[config.mk]
export PLATFORM = sky130hd
export DESIGN_NAME = sleep_wakeup_timer_table_flat
export DESIGN_NICKNAME = d
export VERILOG_FILES = /design/src/hdl/swt_pkg.sv /design/src/hdl/swt_in_if.sv /design/src/hdl/swt_out_if.sv /design/src/hdl/sleep_wakeup_timer_table.sv /design/src/hdl/swt_ram.sv /design/src/hdl/swt_ctrl.sv /design/src/hdl/swt_dp.sv /design/src/flat_wrapper.sv
export SDC_FILE = /design/constraint.sdc
export NUM_CORES = 2
export LEC_CHECK = 0
export BUFFER_PORTS_ARGS = -buffer_cell sky130_fd_sc_hd__buf_4
export CAP_MARGIN = 40
export CORE_MARGIN = 5
export CORE_UTILIZATION = 50
export CTS_BUF_LIST = sky130_fd_sc_hd__clkbuf_8
export CTS_CLUSTER_SIZE = 14
export DETAILED_ROUTE_END_ITERATION = 6
export PLACE_DENSITY = 0.69
export SYNTH_ARGS = -nofsm -noshare
export SYNTH_HDL_FRONTEND = slang
export SYNTH_HIERARCHICAL = 1
export SYNTH_SLANG_ARGS = --single-unit
[constraint.sdc]
create_clock -name clk -period 8.43 [get_ports clk]
set_input_delay 0.4215 -clock clk [delete_from_list [all_inputs] [get_ports clk]]
set_output_delay 0.4215 -clock clk [all_outputs]
set_load 0.03 [all_outputs]
[src/hdl/swt_pkg.sv]
// Shared types, constants and codes for the sleep/wake-up timer table.
`timescale 1ns / 1ps

package swt_pkg;

    localparam int TABLE_DEPTH_DEF = 16;
    localparam int ID_BITS_DEF     = 16;
    localparam int TICK_W          = 63;
    localparam int STATUS_W        = 2;

    localparam logic [TICK_W-1:0] TICK_MAX = '1;

    // input word kinds
    localparam logic MODE_TICK = 1'b1;

    typedef enum logic [STATUS_W-1:0] {
        STATUS_ACCEPTED = 2'd0,
        STATUS_FULL     = 2'd1,
        STATUS_WOKEN    = 2'd2,
        STATUS_NONE     = 2'd3
    } swt_status_t;

    typedef enum logic [2:0] {
        ST_IDLE,
        ST_SLEEP,
        ST_SCAN,
        ST_FINISH,
        ST_EMIT
    } swt_state_t;

    // controller -> datapath
    typedef struct packed {
        logic accept;     // input port ready
        logic sleep_do;   // append entry (if room) and load sleep result
        logic scan_step;  // process one table entry
        logic finish;     // commit compacted entry count
        logic load_none;  // load "nothing woken" result
        logic emit_step;  // load one woken result
    } swt_cmd_t;

    // datapath -> controller
    typedef struct packed {
        logic in_valid;
        logic in_tick;
        logic scan_done;
        logic none_woken;
        logic emit_last;
        logic out_free;
    } swt_stat_t;

endpackage

[src/hdl/swt_in_if.sv]
// Input channel: sleep requests and timer ticks.
`timescale 1ns / 1ps

interface swt_in_if #(
    parameter int ID_W = swt_pkg::ID_BITS_DEF
);
    logic                      valid;
    logic                      ready;
    logic                      mode;
    logic [ID_W-1:0]           thread_id;
    logic [swt_pkg::TICK_W-1:0] tick_value;

    modport source (output valid, mode, thread_id, tick_value, input ready);
    modport sink   (input valid, mode, thread_id, tick_value, output ready);
endinterface

[src/hdl/swt_out_if.sv]
// Output channel: status words and woken thread IDs.
`timescale 1ns / 1ps

interface swt_out_if #(
    parameter int ID_W = swt_pkg::ID_BITS_DEF
);
    logic                         valid;
    logic                         ready;
    logic [swt_pkg::STATUS_W-1:0] status;
    logic [ID_W-1:0]              woken_id;
    logic [swt_pkg::TICK_W-1:0]   next_wakeup;
    logic                         last;

    modport source (output valid, status, woken_id, next_wakeup, last, input ready);
    modport sink   (input valid, status, woken_id, next_wakeup, last, output ready);
endinterface

[src/hdl/sleep_wakeup_timer_table.sv]
// Top level of the sleep/wake-up timer table.
`timescale 1ns / 1ps

// Alarm-clock sleep queue. Words arrive on "item" (valid/ready): mode 0 is a
// sleep request (thread_id, wake tick), mode 1 is a timer tick (current tick).
// Results leave on "result" (valid/ready) with status, woken_id, next_wakeup
// and last; last marks the final word caused by one input word.
// Sleep request: one word, loaded once the output register is free. A full
// table drops the request and reports status FULL with the wake-up unchanged.
// Timer tick: the table is scanned one entry per cycle through a single RAM
// read port. The scan is followed by the count commit, which also loads a
// NONE word if nothing woke, else by woken-buffer reads. Woken IDs are sent
// one per cycle while the receiver takes them, in insertion order, all
// carrying the final earliest wake-up.
// One input word is worked at a time; the next is accepted as soon as the
// last result sits in the output register, even if it is not yet taken.
// A stalled receiver holds the output register and pauses the sequencer.
// Reset empties the table and sets the earliest wake-up to all ones; table
// contents need no clearing since only entries below the count are read.
module sleep_wakeup_timer_table #(
    parameter int TABLE_DEPTH = swt_pkg::TABLE_DEPTH_DEF,
    parameter int ID_BITS     = swt_pkg::ID_BITS_DEF
) (
    input  logic      clk,
    input  logic      rst_n,
    swt_in_if.sink    item,
    swt_out_if.source result
);

    swt_pkg::swt_cmd_t  cmd;
    swt_pkg::swt_stat_t stat;

    swt_ctrl u_ctrl (
        .clk   (clk),
        .rst_n (rst_n),
        .stat  (stat),
        .cmd   (cmd)
    );

    swt_dp #(
        .DEPTH (TABLE_DEPTH),
        .ID_W  (ID_BITS)
    ) u_dp (
        .clk    (clk),
        .rst_n  (rst_n),
        .item   (item),
        .result (result),
        .cmd    (cmd),
        .stat   (stat)
    );

endmodule

[src/hdl/swt_ram.sv]
// Generic single-write, single-read RAM with registered read data.
`timescale 1ns / 1ps

module swt_ram #(
    parameter int WIDTH = 8,
    parameter int DEPTH = 16,
    localparam int AW = (DEPTH > 1) ? $clog2(DEPTH) : 1
) (
    input  logic             clk,
    input  logic             we,
    input  logic [AW-1:0]    waddr,
    input  logic [WIDTH-1:0] wdata,
    input  logic [AW-1:0]    raddr,
    output logic [WIDTH-1:0] rdata
);

    logic [WIDTH-1:0] mem_reg [DEPTH];
    logic [WIDTH-1:0] rdata_reg;

    always_ff @(posedge clk)
    begin
        if (we)
        begin
            mem_reg[waddr] <= wdata;
        end
        rdata_reg <= mem_reg[raddr];
    end

    assign rdata = rdata_reg;

endmodule

[src/hdl/swt_ctrl.sv]
// Sequencer for sleep, scan, compaction and result emission.
`timescale 1ns / 1ps

module swt_ctrl (
    input  logic               clk,
    input  logic               rst_n,
    input  swt_pkg::swt_stat_t stat,
    output swt_pkg::swt_cmd_t  cmd
);

    swt_pkg::swt_state_t state_reg, state_next;

    always_ff @(posedge clk or negedge rst_n)
    begin
        if (!rst_n)
        begin
            state_reg <= swt_pkg::ST_IDLE;
        end
        else
        begin
            state_reg <= state_next;
        end
    end

    always_comb
    begin
        state_next = state_reg;
        case (state_reg)
            swt_pkg::ST_IDLE:
            begin
                if (stat.in_valid)
                begin
                    state_next = stat.in_tick ? swt_pkg::ST_SCAN : swt_pkg::ST_SLEEP;
                end
            end
            swt_pkg::ST_SLEEP:
            begin
                if (stat.out_free)
                begin
                    state_next = swt_pkg::ST_IDLE;
                end
            end
            swt_pkg::ST_SCAN:
            begin
                if (stat.scan_done)
                begin
                    state_next = swt_pkg::ST_FINISH;
                end
            end
            swt_pkg::ST_FINISH:
            begin
                if (!stat.none_woken)
                begin
                    state_next = swt_pkg::ST_EMIT;
                end
                else if (stat.out_free)
                begin
                    state_next = swt_pkg::ST_IDLE;
                end
            end
            swt_pkg::ST_EMIT:
            begin
                if (stat.out_free && stat.emit_last)
                begin
                    state_next = swt_pkg::ST_IDLE;
                end
            end
            default:
            begin
                state_next = swt_pkg::ST_IDLE;
            end
        endcase
    end

    always_comb
    begin
        cmd = '0;
        case (state_reg)
            swt_pkg::ST_IDLE:
            begin
                cmd.accept = 1'b1;
            end
            swt_pkg::ST_SLEEP:
            begin
                cmd.sleep_do = stat.out_free;
            end
            swt_pkg::ST_SCAN:
            begin
                cmd.scan_step = !stat.scan_done;
            end
            swt_pkg::ST_FINISH:
            begin
                cmd.finish    = 1'b1;
                cmd.load_none = stat.none_woken && stat.out_free;
            end
            swt_pkg::ST_EMIT:
            begin
                cmd.emit_step = stat.out_free;
            end
            default:
            begin
                cmd = '0;
            end
        endcase
    end

endmodule

[src/hdl/swt_dp.sv]
// Datapath: entry table, woken-ID buffer, counters and output register.
`timescale 1ns / 1ps

module swt_dp #(
    parameter int DEPTH = swt_pkg::TABLE_DEPTH_DEF,
    parameter int ID_W  = swt_pkg::ID_BITS_DEF
) (
    input  logic               clk,
    input  logic               rst_n,
    swt_in_if.sink             item,
    swt_out_if.source          result,
    input  swt_pkg::swt_cmd_t  cmd,
    output swt_pkg::swt_stat_t stat
);

    localparam int AW = (DEPTH > 1) ? $clog2(DEPTH) : 1;
    localparam int CW = $clog2(DEPTH + 1);
    localparam int TW = swt_pkg::TICK_W;
    localparam int EW = TW + ID_W;
    localparam logic [CW-1:0] CNT_FULL = CW'(DEPTH);
    localparam logic [CW-1:0] CNT_ONE  = CW'(1);

    // captured input word
    logic            mode_reg;
    logic [ID_W-1:0] id_reg;
    logic [TW-1:0]   tick_reg;

    logic [CW-1:0] count_reg, count_next;
    logic [TW-1:0] earliest_reg, earliest_next;
    logic [CW-1:0] scan_reg, scan_next;
    logic [CW-1:0] keep_reg, keep_next;
    logic [CW-1:0] wcnt_reg, wcnt_next;
    logic [CW-1:0] ptr_reg, ptr_next;
    logic          out_valid_reg, out_valid_next;

    logic [swt_pkg::STATUS_W-1:0] out_status_reg;
    logic [ID_W-1:0]              out_id_reg;
    logic [TW-1:0]                out_next_reg;
    logic                         out_last_reg;

    logic            capture;
    logic            full;
    logic            out_free;
    logic            wake_hit;
    logic            emit_last;
    logic [TW-1:0]   sleep_min;
    logic [TW-1:0]   entry_tick;
    logic [ID_W-1:0] entry_id;

    logic            tbl_we;
    logic [AW-1:0]   tbl_waddr;
    logic [EW-1:0]   tbl_wdata;
    logic [AW-1:0]   tbl_raddr;
    logic [EW-1:0]   tbl_rdata;

    logic            wk_we;
    logic [AW-1:0]   wk_raddr;
    logic [ID_W-1:0] wk_rdata;

    assign item.ready = cmd.accept;
    assign capture    = cmd.accept && item.valid;

    assign full       = (count_reg == CNT_FULL);
    assign out_free   = !out_valid_reg || result.ready;
    assign entry_tick = tbl_rdata[EW-1:ID_W];
    assign entry_id   = tbl_rdata[ID_W-1:0];
    assign wake_hit   = (tick_reg >= entry_tick);
    assign emit_last  = (CW'(ptr_reg + CNT_ONE) == wcnt_reg);
    assign sleep_min  = (!full && (tick_reg < earliest_reg)) ? tick_reg : earliest_reg;

    assign stat.in_valid   = item.valid;
    assign stat.in_tick    = (item.mode == swt_pkg::MODE_TICK);
    assign stat.scan_done  = (scan_reg == count_reg);
    assign stat.none_woken = (wcnt_reg == '0);
    assign stat.emit_last  = emit_last;
    assign stat.out_free   = out_free;

    always_comb
    begin
        count_next    = count_reg;
        earliest_next = earliest_reg;
        scan_next     = scan_reg;
        keep_next     = keep_reg;
        wcnt_next     = wcnt_reg;
        ptr_next      = ptr_reg;

        if (capture)
        begin
            scan_next = '0;
            keep_next = '0;
            wcnt_next = '0;
            ptr_next  = '0;
            if (item.mode == swt_pkg::MODE_TICK)
            begin
                earliest_next = swt_pkg::TICK_MAX;
            end
        end
        if (cmd.sleep_do && !full)
        begin
            count_next    = CW'(count_reg + CNT_ONE);
            earliest_next = sleep_min;
        end
        if (cmd.scan_step)
        begin
            scan_next = CW'(scan_reg + CNT_ONE);
            if (wake_hit)
            begin
                wcnt_next = CW'(wcnt_reg + CNT_ONE);
            end
            else
            begin
                keep_next = CW'(keep_reg + CNT_ONE);
                if (entry_tick < earliest_reg)
                begin
                    earliest_next = entry_tick;
                end
            end
        end
        if (cmd.finish)
        begin
            count_next = keep_reg;
        end
        if (cmd.emit_step)
        begin
            ptr_next = CW'(ptr_reg + CNT_ONE);
        end
    end

    always_comb
    begin
        if (cmd.sleep_do || cmd.load_none || cmd.emit_step)
        begin
            out_valid_next = 1'b1;
        end
        else
        begin
            out_valid_next = out_valid_reg && !result.ready;
        end
    end

    always_ff @(posedge clk or negedge rst_n)
    begin
        if (!rst_n)
        begin
            count_reg     <= '0;
            earliest_reg  <= swt_pkg::TICK_MAX;
            scan_reg      <= '0;
            keep_reg      <= '0;
            wcnt_reg      <= '0;
            ptr_reg       <= '0;
            out_valid_reg <= 1'b0;
        end
        else
        begin
            count_reg     <= count_next;
            earliest_reg  <= earliest_next;
            scan_reg      <= scan_next;
            keep_reg      <= keep_next;
            wcnt_reg      <= wcnt_next;
            ptr_reg       <= ptr_next;
            out_valid_reg <= out_valid_next;
        end
    end

    // payload registers
    always_ff @(posedge clk)
    begin
        if (capture)
        begin
            mode_reg <= item.mode;
            id_reg   <= item.thread_id;
            tick_reg <= item.tick_value;
        end
        if (cmd.sleep_do)
        begin
            out_status_reg <= full ? swt_pkg::STATUS_FULL : swt_pkg::STATUS_ACCEPTED;
            out_id_reg     <= '0;
            out_next_reg   <= sleep_min;
            out_last_reg   <= 1'b1;
        end
        else if (cmd.load_none)
        begin
            out_status_reg <= swt_pkg::STATUS_NONE;
            out_id_reg     <= '0;
            out_next_reg   <= earliest_reg;
            out_last_reg   <= 1'b1;
        end
        else if (cmd.emit_step)
        begin
            out_status_reg <= swt_pkg::STATUS_WOKEN;
            out_id_reg     <= wk_rdata;
            out_next_reg   <= earliest_reg;
            out_last_reg   <= emit_last;
        end
    end

    assign result.valid       = out_valid_reg;
    assign result.status      = out_status_reg;
    assign result.woken_id    = out_id_reg;
    assign result.next_wakeup = out_next_reg;
    assign result.last        = out_last_reg;

    // Read address follows the next index, so read data lines up with the
    // current index. Compaction writes land at or below the index in work.
    assign tbl_raddr = (scan_next == CNT_FULL) ? '0 : scan_next[AW-1:0];
    assign wk_raddr  = (ptr_next == CNT_FULL) ? '0 : ptr_next[AW-1:0];

    assign tbl_we    = (cmd.sleep_do && !full && !mode_reg) || (cmd.scan_step && !wake_hit);
    assign tbl_waddr = cmd.sleep_do ? count_reg[AW-1:0] : keep_reg[AW-1:0];
    assign tbl_wdata = cmd.sleep_do ? {tick_reg, id_reg} : tbl_rdata;

    assign wk_we     = cmd.scan_step && wake_hit;

    swt_ram #(
        .WIDTH (EW),
        .DEPTH (DEPTH)
    ) u_table (
        .clk   (clk),
        .we    (tbl_we),
        .waddr (tbl_waddr),
        .wdata (tbl_wdata),
        .raddr (tbl_raddr),
        .rdata (tbl_rdata)
    );

    swt_ram #(
        .WIDTH (ID_W),
        .DEPTH (DEPTH)
    ) u_woken (
        .clk   (clk),
        .we    (wk_we),
        .waddr (wcnt_reg[AW-1:0]),
        .wdata (entry_id),
        .raddr (wk_raddr),
        .rdata (wk_rdata)
    );

endmodule
[src/flat_wrapper.sv]
// flat-port wrapper written by rule: the top's interface ports become plain ports
module sleep_wakeup_timer_table_flat 
#(
    parameter int TABLE_DEPTH = swt_pkg::TABLE_DEPTH_DEF,
    parameter int ID_BITS     = swt_pkg::ID_BITS_DEF
)
  (clk, rst_n, item_valid, item_mode, item_thread_id, item_tick_value, item_ready, result_valid, result_status, result_woken_id, result_next_wakeup, result_last, result_ready);
  swt_in_if item_i ();
  swt_out_if result_i ();
  input  logic clk;
  input  logic rst_n;
  input wire logic [$bits(item_i.valid)-1:0] item_valid;
  input wire logic [$bits(item_i.mode)-1:0] item_mode;
  input wire logic [$bits(item_i.thread_id)-1:0] item_thread_id;
  input wire logic [$bits(item_i.tick_value)-1:0] item_tick_value;
  output wire logic [$bits(item_i.ready)-1:0] item_ready;
  output wire logic [$bits(result_i.valid)-1:0] result_valid;
  output wire logic [$bits(result_i.status)-1:0] result_status;
  output wire logic [$bits(result_i.woken_id)-1:0] result_woken_id;
  output wire logic [$bits(result_i.next_wakeup)-1:0] result_next_wakeup;
  output wire logic [$bits(result_i.last)-1:0] result_last;
  input wire logic [$bits(result_i.ready)-1:0] result_ready;
  assign item_i.valid = item_valid;
  assign item_i.mode = item_mode;
  assign item_i.thread_id = item_thread_id;
  assign item_i.tick_value = item_tick_value;
  assign item_ready = item_i.ready;
  assign result_valid = result_i.valid;
  assign result_status = result_i.status;
  assign result_woken_id = result_i.woken_id;
  assign result_next_wakeup = result_i.next_wakeup;
  assign result_last = result_i.last;
  assign result_i.ready = result_ready;
  sleep_wakeup_timer_table #(.TABLE_DEPTH(TABLE_DEPTH), .ID_BITS(ID_BITS)) u_core (.clk(clk), .rst_n(rst_n), .item(item_i), .result(result_i));
endmodule
==> reports/qor.yml <==
logic_synthesis:
  synth_top_area_cell: "edfxtp_1"
  syn-num-nets: 4302
  syn_area_per_cell_um2: 18.6
  synth_cell_types: 65
  synthSimpleGateAreaFrac_pct: 3.17
  ys_ff_latch: 1869
  syn_area_mm2: 0.0748
  async_reset_ff_share_pct: 4.92
  synthMuxAreaShare_pct: 13.6
  synthCells: 4024
  synth_fa_ha_area_share_pct: 3.24
  synth_edf_count: 1665
  synth_top_family_by_area: "multiplexers"
  synth_area_leaders: "edfxtp_1, mux4_2, ha_1"
  yosysWarningCount: 6
  ys.flop_type: "edfxtp_1"
  synth_top_area_share_pct: 66.8
  synth_compound_area_share_pct: 4.46
  ys_seq_area_share_pct: 73.0
  synth-xor-area-share_pct: 0.257
clock_network:
  cts-root-buf: "clkbuf_8"
  holdBufCountCts: 83
  cts.sink_count: 1869
  postCtsSetupRepairBufs: 0
  cts_inserted_buffers: 313
  htree_levels: 5
  cts_tree: "yes"
  cts_resized: 0
  clock_latency_ns: 1.02
  cts_max_path_buffers: 4
  path_clk_slew_ns: 0.06
placed_design:
  hpwl_um: 105000
  place_inst: 6120
  gp_routability_congestion: 0.827
  dpl_cell_area_mm2: 0.0794
  pre_cts_ws_ns: 3.23
  numPortBuffers: 167
finish:
  largest_reg_flops: 1264
  final_cell_mix: "edfxtp_1, mux4_2, nand2_1"
  stdcell_count: 6751
  fin_area_mm2: 0.0859
  drive_gt1_share_pct: 25.6
  final_common_cell: "edfxtp_1"
  fin_nets: 4852
  syn_to_final_growth_pct: 14.8
  nFillCells: 11000
worst_setup_path:
  r2r_slack_ns: 3.15
  critPathRequiredTime_ns: 9.02
  path_class: "register to register"
  critPathMaxFanout: 32
  critical_path.endpoint_type: "register"
  start_kind: "register"
  worstPathArrival_ns: 5.87
floorplanning:
  initial_utilization_pct: 50.1
  row_count: 142
  ios: 168
  die_area_mm2: 0.158
  fp.dieH_um: 397
  coreArea_mm2: 0.149
  die_width_um: 397
global_routing:
  grt_use_met3_pct: 5.90
  grtUsageMet1_pct: 32.2
  grt_busiest_layer: "met2"
  grt_pass1_vias: 40800
  grt_use_met2_pct: 35.7
  track_usage_pct: 22.8
  grt_first_pass_wirelength_um: 265000
  overflow: 0
  antenna_found_initial: 9
  grt_max_degree: 124
timing:
  clock.fmax_mhz: 189
  final.setup.tns_ns: 0
  period_needed_ns: 5.28
  rsz0062_at_grt: "no"
  setup_viol: 0
  relSlewSlack_pct: 26.2
  worst_pin_slew_ns: 1.11
  clock_skew_ns: 0.0935
  drv_slew: 0
  setup_slack_ns: 3.15
  fin_crit_sh_pct: 62.7
  hold_viol: 0
status:
  status: "finished clean"
detailed_routing:
  wl_per_cell_um: 26.5
  num_vias: 39800
  drt_iter0_markers: 3976
  drc_errors: 0
  avgViaCountPerCell: 5.90
  ant_nets: 0
  dr.pass1.iters: 7
  wl_um: 179000
power:
  ir_worst_vdd_v: 0.000443
  combPwrFrac_pct: 33.8
  p_clk_share_pct: 23.0
  power.density_mw_per_mm2: 371
  p_leak_nw: 29.5
  power_switching_mw: 10.7
  switching_share_pct: 33.4
  intPower_mw: 21.2
  p_seq_share_pct: 43.2
job:
  cap_violations: 0
worst_hold_path:
  holdCritPathClass: "input port to register"
-- through the flow --
step           utilization (%)  power, mW  hold slack (ns)
2_1_floorplan                -       21.2            0.126
3_3_place_gp              52.8       24.3            0.423
3_5_place_dp              53.2       24.7            0.423
4_1_cts                   57.6       32.1           0.0375
5_1_grt                   57.6       33.6           0.0771
6_report                  57.6       31.9            0.134
-- cells in the mapped netlist (all sizes together), types with 18 or more instances --
| cell type | n |
|---|---|
| a21oi | 70 |
| a22oi | 191 |
| buf | 106 |
| clkbuf | 86 |
| dfrtp | 29 |
| dfstp | 63 |
| dfxtp | 112 |
| edfxtp | 1665 |
| ha | 194 |
| inv | 143 |
| mux2 | 25 |
| mux2i | 133 |
| mux4 | 380 |
| nand2 | 357 |
| nand3 | 28 |
| nand4 | 34 |
| nor2 | 58 |
| nor3 | 18 |
| o21ai | 182 |
-- path summary, 6_finish.rpt --
check	startpoint	depth (start not counted)	to
worst min-delay path	item_tick_value[47]	2	u_core/u_dp/tick_reg[47]
worst max register to register	u_core/u_dp/tick_reg[30]	11	u_core/u_dp/u_table/mem_reg[14][45]
worst min register to register	u_core/u_dp/u_woken/rdata[13]	1	u_core/u_dp/result.woken_id[13]
worst max-delay path	u_core/u_dp/tick_reg[30]	11	u_core/u_dp/u_table/mem_reg[14][45]
min in group asynchronous	rst_n	2	u_core/u_dp/earliest_reg[30]
max in group asynchronous	rst_n	4	u_core/u_dp/earliest_reg[60]
-- routing by layer --
layer | wire (um) | share of wire (%)
met1 | 74100 | 41
met4 | 4100 | 2.3
met5 | 232 | 0.13
met3 | 16200 | 9.0
met2 | 84600 | 47
-- kinds of logic (layout without fill, tap and decap cells) --
| logic type | count (synthesis) | after routing |
|---|---|---|
| other | 0 | 6 |
| xor gates and xnor gates | 22 | 22 |
| AOI/OAI and AO/OA | 520 | 520 |
| buffers and inverters | 335 | 1112 |
| adders and majority gates | 194 | 194 |
| and+or+nand+nor | 546 | 546 |
| DFF | 1869 | 1869 |
| muxes | 538 | 538 |
-- power groups by stage --
| stage | Sequential (mW) | Clock [mW] | Combinational, mW |
|---|---|---|---|
| floorplan | 14.1 | 0 | 7.03 |
| global placement | 13.9 | 0 | 10.4 |
| detailed placement | 14.0 | 0 | 10.8 |
| CTS | 13.8 | 7.52 | 10.8 |
| global route | 13.9 | 7.98 | 11.7 |
| finish | 13.8 | 7.34 | 10.8 |
-- cell type report --
cell class	instances	area (um2)	share of cell area (%)
clock inverter	201	980	1.14
clock buffer	341	4690	5.46
multi-input combinational	1820	18800	21.9
sequential	1869	54600	63.6
inverter	143	542	0.631
timing repair buffer	427	3820	4.45
tap	1944	2430	2.83
antenna	6	15.0	0.0175
-- worst max-delay path: stages, from the launching register on --
cell	delay, ns
edfxtp_1	0.46
ha_1	0.36
nand4_1	0.30
nor4_1	0.15
a31oi_1	0.33
o211ai_1	0.31
a221oi_2	0.48
o211ai_2	0.34
o21ai_0	0.27
nand3_1	0.38
nor2_4	0.77
buf_4	0.67
Note: power is estimated with default switching activity, not from simulation.
